<file path="src/hw/rtl/lruhc_pkg.sv">
// ----------------------------------------------------------------------------
// lruhc_pkg
// Shared sizes, operation codes and controller/datapath interface types
// for the fully associative LRU handle cache.
// ----------------------------------------------------------------------------
package lruhc_pkg;

  localparam int CAPACITY   = 1024;
  localparam int KEY_BITS   = 64;
  localparam int SLOT_W     = $clog2(CAPACITY);
  localparam int OCC_W      = $clog2(CAPACITY + 1);
  localparam int FUNC_W     = 2;
  localparam int KEY_PORT_W = 64;
  localparam int SLOT_OUT_W = 10;
  localparam int OCC_OUT_W  = 11;

  typedef enum logic [FUNC_W-1:0] {
    FUNC_ACQUIRE = 2'd0,
    FUNC_RELEASE = 2'd1,
    FUNC_CLEAR   = 2'd2,
    FUNC_NOP     = 2'd3
  } func_t;

  typedef struct packed {
    logic load;        // capture the accepted item
    logic clr_start;   // start a sweep that invalidates every entry
    logic scan_start;  // start the tag search sweep
    logic upd_start;   // start the rank update sweep
    logic decide;      // resolve target slot and counters from the search
    logic emit;        // register and strobe the result
  } lruhc_cmd_t;

  typedef struct packed {
    logic  pass_busy;
    logic  hit;
    func_t func;
  } lruhc_sts_t;

endpackage

</file>
<file path="src/hw/rtl/lruhc_ctrl.sv">
// ----------------------------------------------------------------------------
// lruhc_ctrl
// Sequencer: accepts an item, runs the datapath's clear sweep or search sweep
// (then update, bar a release miss; none for a no-op), then strobes the result.
// ----------------------------------------------------------------------------
module lruhc_ctrl (
  input  logic                   clk,
  input  logic                   rst_n,
  input  logic                   start,
  output logic                   busy,
  output lruhc_pkg::lruhc_cmd_t  cmd,
  input  lruhc_pkg::lruhc_sts_t  sts
);
  import lruhc_pkg::*;

  typedef enum logic [3:0] {
    S_INIT,
    S_INIT_WAIT,
    S_IDLE,
    S_DISPATCH,
    S_SEARCH,
    S_DECIDED,
    S_UPDATE,
    S_CLR_WAIT,
    S_FINISH
  } state_t;

  state_t state_r;
  state_t state_nxt;

  always_comb begin
    state_nxt = state_r;
    cmd       = '0;
    unique case (state_r) inside
      S_INIT: begin
        cmd.clr_start = 1'b1;
        state_nxt     = S_INIT_WAIT;
      end
      S_INIT_WAIT: begin
        if (!sts.pass_busy) begin
          state_nxt = S_IDLE;
        end
      end
      S_IDLE: begin
        if (start) begin
          cmd.load  = 1'b1;
          state_nxt = S_DISPATCH;
        end
      end
      S_DISPATCH: begin
        unique case (sts.func) inside
          FUNC_ACQUIRE, FUNC_RELEASE: begin
            cmd.scan_start = 1'b1;
            state_nxt      = S_SEARCH;
          end
          FUNC_CLEAR: begin
            cmd.clr_start = 1'b1;
            cmd.decide    = 1'b1;
            state_nxt     = S_CLR_WAIT;
          end
          default: begin
            cmd.decide = 1'b1;
            state_nxt  = S_FINISH;
          end
        endcase
      end
      S_SEARCH: begin
        if (!sts.pass_busy) begin
          cmd.decide = 1'b1;
          state_nxt  = S_DECIDED;
        end
      end
      S_DECIDED: begin
        // release miss leaves the memories untouched
        if (sts.func == FUNC_ACQUIRE || sts.hit) begin
          cmd.upd_start = 1'b1;
          state_nxt     = S_UPDATE;
        end else begin
          state_nxt = S_FINISH;
        end
      end
      S_UPDATE, S_CLR_WAIT: begin
        if (!sts.pass_busy) begin
          state_nxt = S_FINISH;
        end
      end
      S_FINISH: begin
        cmd.emit  = 1'b1;
        state_nxt = S_IDLE;
      end
      default: begin
        state_nxt = S_INIT;
      end
    endcase
  end

  always_ff @(posedge clk) begin
    if (!rst_n) begin
      state_r <= S_INIT;
    end else begin
      state_r <= state_nxt;
    end
  end

  assign busy = (state_r != S_IDLE);

`ifndef NO_ASSERTIONS
  a_emit_quiet: assert property (@(posedge clk) disable iff (!rst_n)
    cmd.emit |-> !sts.pass_busy)
    else $error("result strobed while a sweep is running");

  a_busy_fall: assert property (@(posedge clk) disable iff (!rst_n)
    $fell(busy) |-> ($past(cmd.emit) || $past(state_r == S_INIT_WAIT)))
    else $error("busy dropped without a result");

  a_upd_after_decide: assert property (@(posedge clk) disable iff (!rst_n)
    cmd.upd_start |-> $past(cmd.decide))
    else $error("update sweep started without a decision");

  a_accept_busy: assert property (@(posedge clk) disable iff (!rst_n)
    (start && !busy) |=> (busy && state_r == S_DISPATCH))
    else $error("accepted item did not start processing");
`endif

endmodule

</file>
<file path="config.mk">
export PLATFORM = sky130hd
export DESIGN_NAME = lruhc_ctrl
export DESIGN_NICKNAME = d
export VERILOG_FILES = /design/src/hw/rtl/lruhc_pkg.sv /design/src/hw/rtl/lruhc_ctrl.sv
export SDC_FILE = /design/constraint.sdc
export NUM_CORES = 1
export LEC_CHECK = 0
export ABC_CLOCK_PERIOD_IN_PS = 3580
export BUFFER_PORTS_ARGS = -buffer_cell sky130_fd_sc_hd__clkbuf_2
export CAP_MARGIN = 20
export CORE_AREA = 2 2 39 41
export CTS_CLUSTER_DIAMETER = 30
export DETAILED_ROUTE_END_ITERATION = 10
export DIE_AREA = 0 0 41 43
export GPL_TIMING_DRIVEN = 0
export PLACE_DENSITY = 0.68
export SYNTH_ARGS = -nofsm -noshare
export SYNTH_HDL_FRONTEND = slang
export SYNTH_SLANG_ARGS = --single-unit
</file>
<file path="constraint.sdc">
create_clock -name clk -period 3.58 [get_ports clk]
set_input_delay 0.358 -clock clk [delete_from_list [all_inputs] [get_ports clk]]
set_output_delay 0.358 -clock clk [all_outputs]
set_load 0.1 [all_outputs]
</file>
---- Yosys cells after proc, flatten, opt, wreduce, memory -nomap -nowiden ----
Index checks and enable logic that the tools add are counted.
storage, ports and cells
  bits in registers ....................... 4
  input bits .............................. 7
  output and inout port bits .............. 7
  word-level logic and storage cells ...... 41
operators by class
  eq/ne operators ......................... 15
  multiplexer cells ....................... 19
  reductions and logical operators ........ 6
operators with widths
  kind                  count
  $pmux W4 S8           1
  $mux W4               5
  $eq A4 B3 Y1 const B  4
  $mux W1               10
  $eq A4 B2 Y1 const B  2
  $ne A2 B2 Y1 const B  4
  $pmux W4 S2           1
  $eq A4 B1 Y1 const B  1
  $eq A4 B4 Y1 const B  1
  $logic_not A4 Y1      1
  $ne A4 B2 Y1 const B  1
  $pmux W1 S2           2
  $reduce_and A4 Y1     1
  $reduce_or A2 Y1      2
  $eq A2 B1 Y1 const B  1
  $eq A2 B2 Y1 const B  1
  $logic_not A2 Y1      1
  $logic_or A1 B1 Y1    1

---- Depth between registers and ports, before layout ----
  depth after elaboration ................. 4
  depth in mapped cells ................... 6
  mapped depth without buffers ............ 5

---- Worst setup path before layout ----
Ideal clock, no wire load.
  kind .................................... flip-flop to output port
  start ................................... register state_r[3]
  end ..................................... output cmd[3] (netlist bit)
  arrival ................................. 3.456 ns
  required time ........................... 3.222 ns
  setup slack ............................. -0.234 ns
  cell stages (with the launch flop) ...... 3
  path buffers ............................ 1
  cell sequence ........................... dfxtp_1 -> buf_2 -> nor4_1
RTL lines
  element                 line               text
  start, declared         lruhc_ctrl.sv:28   state_t state_r;
  start signal, assigned  lruhc_ctrl.sv:101  state_r <= state_nxt;
  end, declared           lruhc_ctrl.sv:11   output lruhc_pkg::lruhc_cmd_t cmd,

==> flow_metrics.env <==
export IMPL_maxSlewViolCount=0
export IMPL_post_route_drc_count=0
export IMPL_htree_num_levels=1
export IMPL_initial_core_util_pct=32.8
export IMPL_cp_slowest_cell="clkbuf_2"
export IMPL_synthTopCellsByArea="dfxtp_1 18%, nand2_1 8.3%, nor2_1 8.3%, nand2b_1 5.5%, buf_4 5.0%"
export IMPL_grt_usage_pct=16.7
export IMPL_relSlewSlack_pct=63.7
export IMPL_root_buffer="clkbuf_4"
export IMPL_post_cts_buffers=0
export IMPL_grt_pass1_vias=477
export IMPL_cp_start_kind="flip-flop"
export IMPL_syn_avg_cell_area_sq_um=6.68
export IMPL_worstPathArrival_ns=1.69
export IMPL_stdcell_area_sq_um=568
export IMPL_gp_congestion=0.866
export IMPL_ant_nets=0
export IMPL_syn_cell_area_sq_um=454
export IMPL_path_clk_slew_ns=0.04
export IMPL_clock_fmax_mhz=488
export IMPL_viasPerCell=5.23
export IMPL_grt_overflow=0
export IMPL_worstMarginPinSlew_ns=0.547
export IMPL_die_area_sq_um=1760
export IMPL_synth_warning_count=0
export IMPL_r2r_start="state_r[3]$_SDFFE_PN0P_"
export IMPL_grt_max_degree=11
export IMPL_die_y_um=43
export IMPL_clk_path_buf_depth=2
export IMPL_status="complete, no violations"
export IMPL_core_sq_um=1380
export IMPL_vias=523
export IMPL_io_pins=14
export IMPL_cts_sinks=4
export IMPL_fin_crit_ns=2.05
export IMPL_hold_start="rst_n"
export IMPL_setup_tns_ns=0
export IMPL_synth_top_area_share_pct=17.6
export IMPL_num_rows=14
export IMPL_first_iter_violations=14
export IMPL_cts_buffers=3
export IMPL_cts_tree="yes"
export IMPL_hold_viol=0
export IMPL_end_kind="output port"
export IMPL_drive_above_1_share_pct=34.5
export IMPL_syn2layout_area_growth_pct=25.1
export IMPL_ys_types=31
export IMPL_regMostFlops="state_r"
export IMPL_n_antenna_cell=0
export IMPL_path_class="reg2out"
export IMPL_cp_slowest_stage_delay_ns=0.46
export IMPL_power_density_nw_per_um2=872
export IMPL_cts_resized=0
export IMPL_ctsHoldBuffers=0
export IMPL_syn_nets=75
export IMPL_ys_seq_elements=4
export IMPL_crit_path_cell_trace="buf_4, nand2_1, nor2_1, a32oi_1, nor2_1, clkbuf_2"
export IMPL_path_common_cell="nor2_1"
export IMPL_mostFrequentLayoutCells="13 x clkbuf_2, 10 x nor2_1, 10 x nand2_1"
export IMPL_antenna_found_initial=0
export IMPL_fin_crit_sh_pct=57.3
export IMPL_cp_required_ns=3.22
export IMPL_finClkSkew_ns=0.00603
export IMPL_dr_pass1_iters=4
export IMPL_final_common_cell="clkbuf_2"
export IMPL_maxCapViolations=0
export IMPL_postPlaceCellArea_sq_um=546
export IMPL_numPortBuffers=13
export IMPL_setup_viol=0
export IMPL_post_drt_wl_per_cell_um=12.0
export IMPL_synth_yosys_seq_area_share_pct=17.6
export IMPL_path_max_fanout=10
export IMPL_ir_drop_mv=0.333
export IMPL_crit_start="state_r[1]$_SDFFE_PN0P_"
export IMPL_grt_pass1_wl_mm=2.04
export IMPL_power_leakage_nw=0.282
export IMPL_largest_registers="state_r: 4 flops"
export IMPL_insertion_delay_ns=0.23
export IMPL_final_nets=93
export IMPL_wl_mm=1.20
export IMPL_hpwl_um=929
export IMPL_hp_class="in2reg"
export IMPL_synth_area_leader_cell="dfxtp_1"
export IMPL_synth_cells=68
export IMPL_die_w_um=41
export IMPL_largest_reg_flops=4
export IMPL_grt_setup_unrepaired="no"
[through the flow]
stage | power [mW] | util (%) | setup slack [ns] | hold WS, ns | instances
2_1_floorplan | 0.381 | - | 0.499 | 0.475 | 68
3_3_place_gp | 0.434 | 39.4 | 1.80 | 0.638 | 97
3_5_place_dp | 0.438 | 39.4 | 1.80 | 0.641 | 97
4_1_cts | 0.497 | 41.0 | 1.54 | 0.390 | 100
5_1_grt | 0.532 | 41.0 | 1.38 | 0.404 | 100
6_report | 0.495 | 41.0 | 1.53 | 0.401 | 100
[cell usage after synthesis (all sizes together)]
cell and number:
o21a 1, a32oi 1, dfxtp 4, o211ai 1
nor2 11, a211oi 1, a2111oi 1, nor4 1
a31oi 1, a221oi 2, buf 4, nand2 10
nor3 3, and2b 1, nor2b 1, nand2b 4
o21ai 5, inv 6, o2bb2ai 1, and3 3
a41o 1, a21oi 2, a22oi 1, a32o 1
a22o 1
[area by class of cell]
type / count / area [sq um]
multi-input combinational: 54 / 330
inverter: 6 / 22.5
clock buffer: 3 / 22.5
fill: 151 / 816
tap: 16 / 20.0
buffer: 4 / 27.5
sequential: 4 / 80.1
timing repair buffer: 13 / 65.1
[per-layer routing]
layer	routed length [um]	share of wire (%)	track usage, %	up-vias
li1	-	-	-	276
met1	620	52	23.8	237
met2	547	45	23.4	10
met3	35	2.9	6.28	0
met4	0	0	3.33	0
met5	0	0	0	-
[path summary, 6_finish.rpt]
path                             end  slack [ns]  depth (start not counted)
max reg2reg  state_r[1]$_SDFFE_PN0P_        2.26                          5
min reg2reg  state_r[0]$_SDFFE_PN0P_        0.65                          2
min          state_r[1]$_SDFFE_PN0P_        0.40                          2
max                           cmd[1]        1.53                          6
[critical path: cells and delay by family, from the launching register on]
kind	cells	cell delay, ns
buffers and inverters	2	0.64
AO/OA/AOI/OAI	1	0.07
flip-flops	1	0.35
AND/OR/NAND/NOR	3	0.39
[kinds of logic after synthesis]
family,after synthesis,share of synthesized area [%]
AOI/OAI and AO/OA,20,36.1
and+or+nand+nor,34,35.3
DFF,4,17.6
buffers and inverters,10,11.0
[power by group]
| part | switching (mW) | internal, mW |
|---|---|---|
| clock network | 0.0174 | 0.0374 |
| logic | 0.270 | 0.104 |
| registers | 0.00876 | 0.0578 |
| total | 0.296 | 0.199 |
No activity file was read; power rests on OpenSTA's default activity.
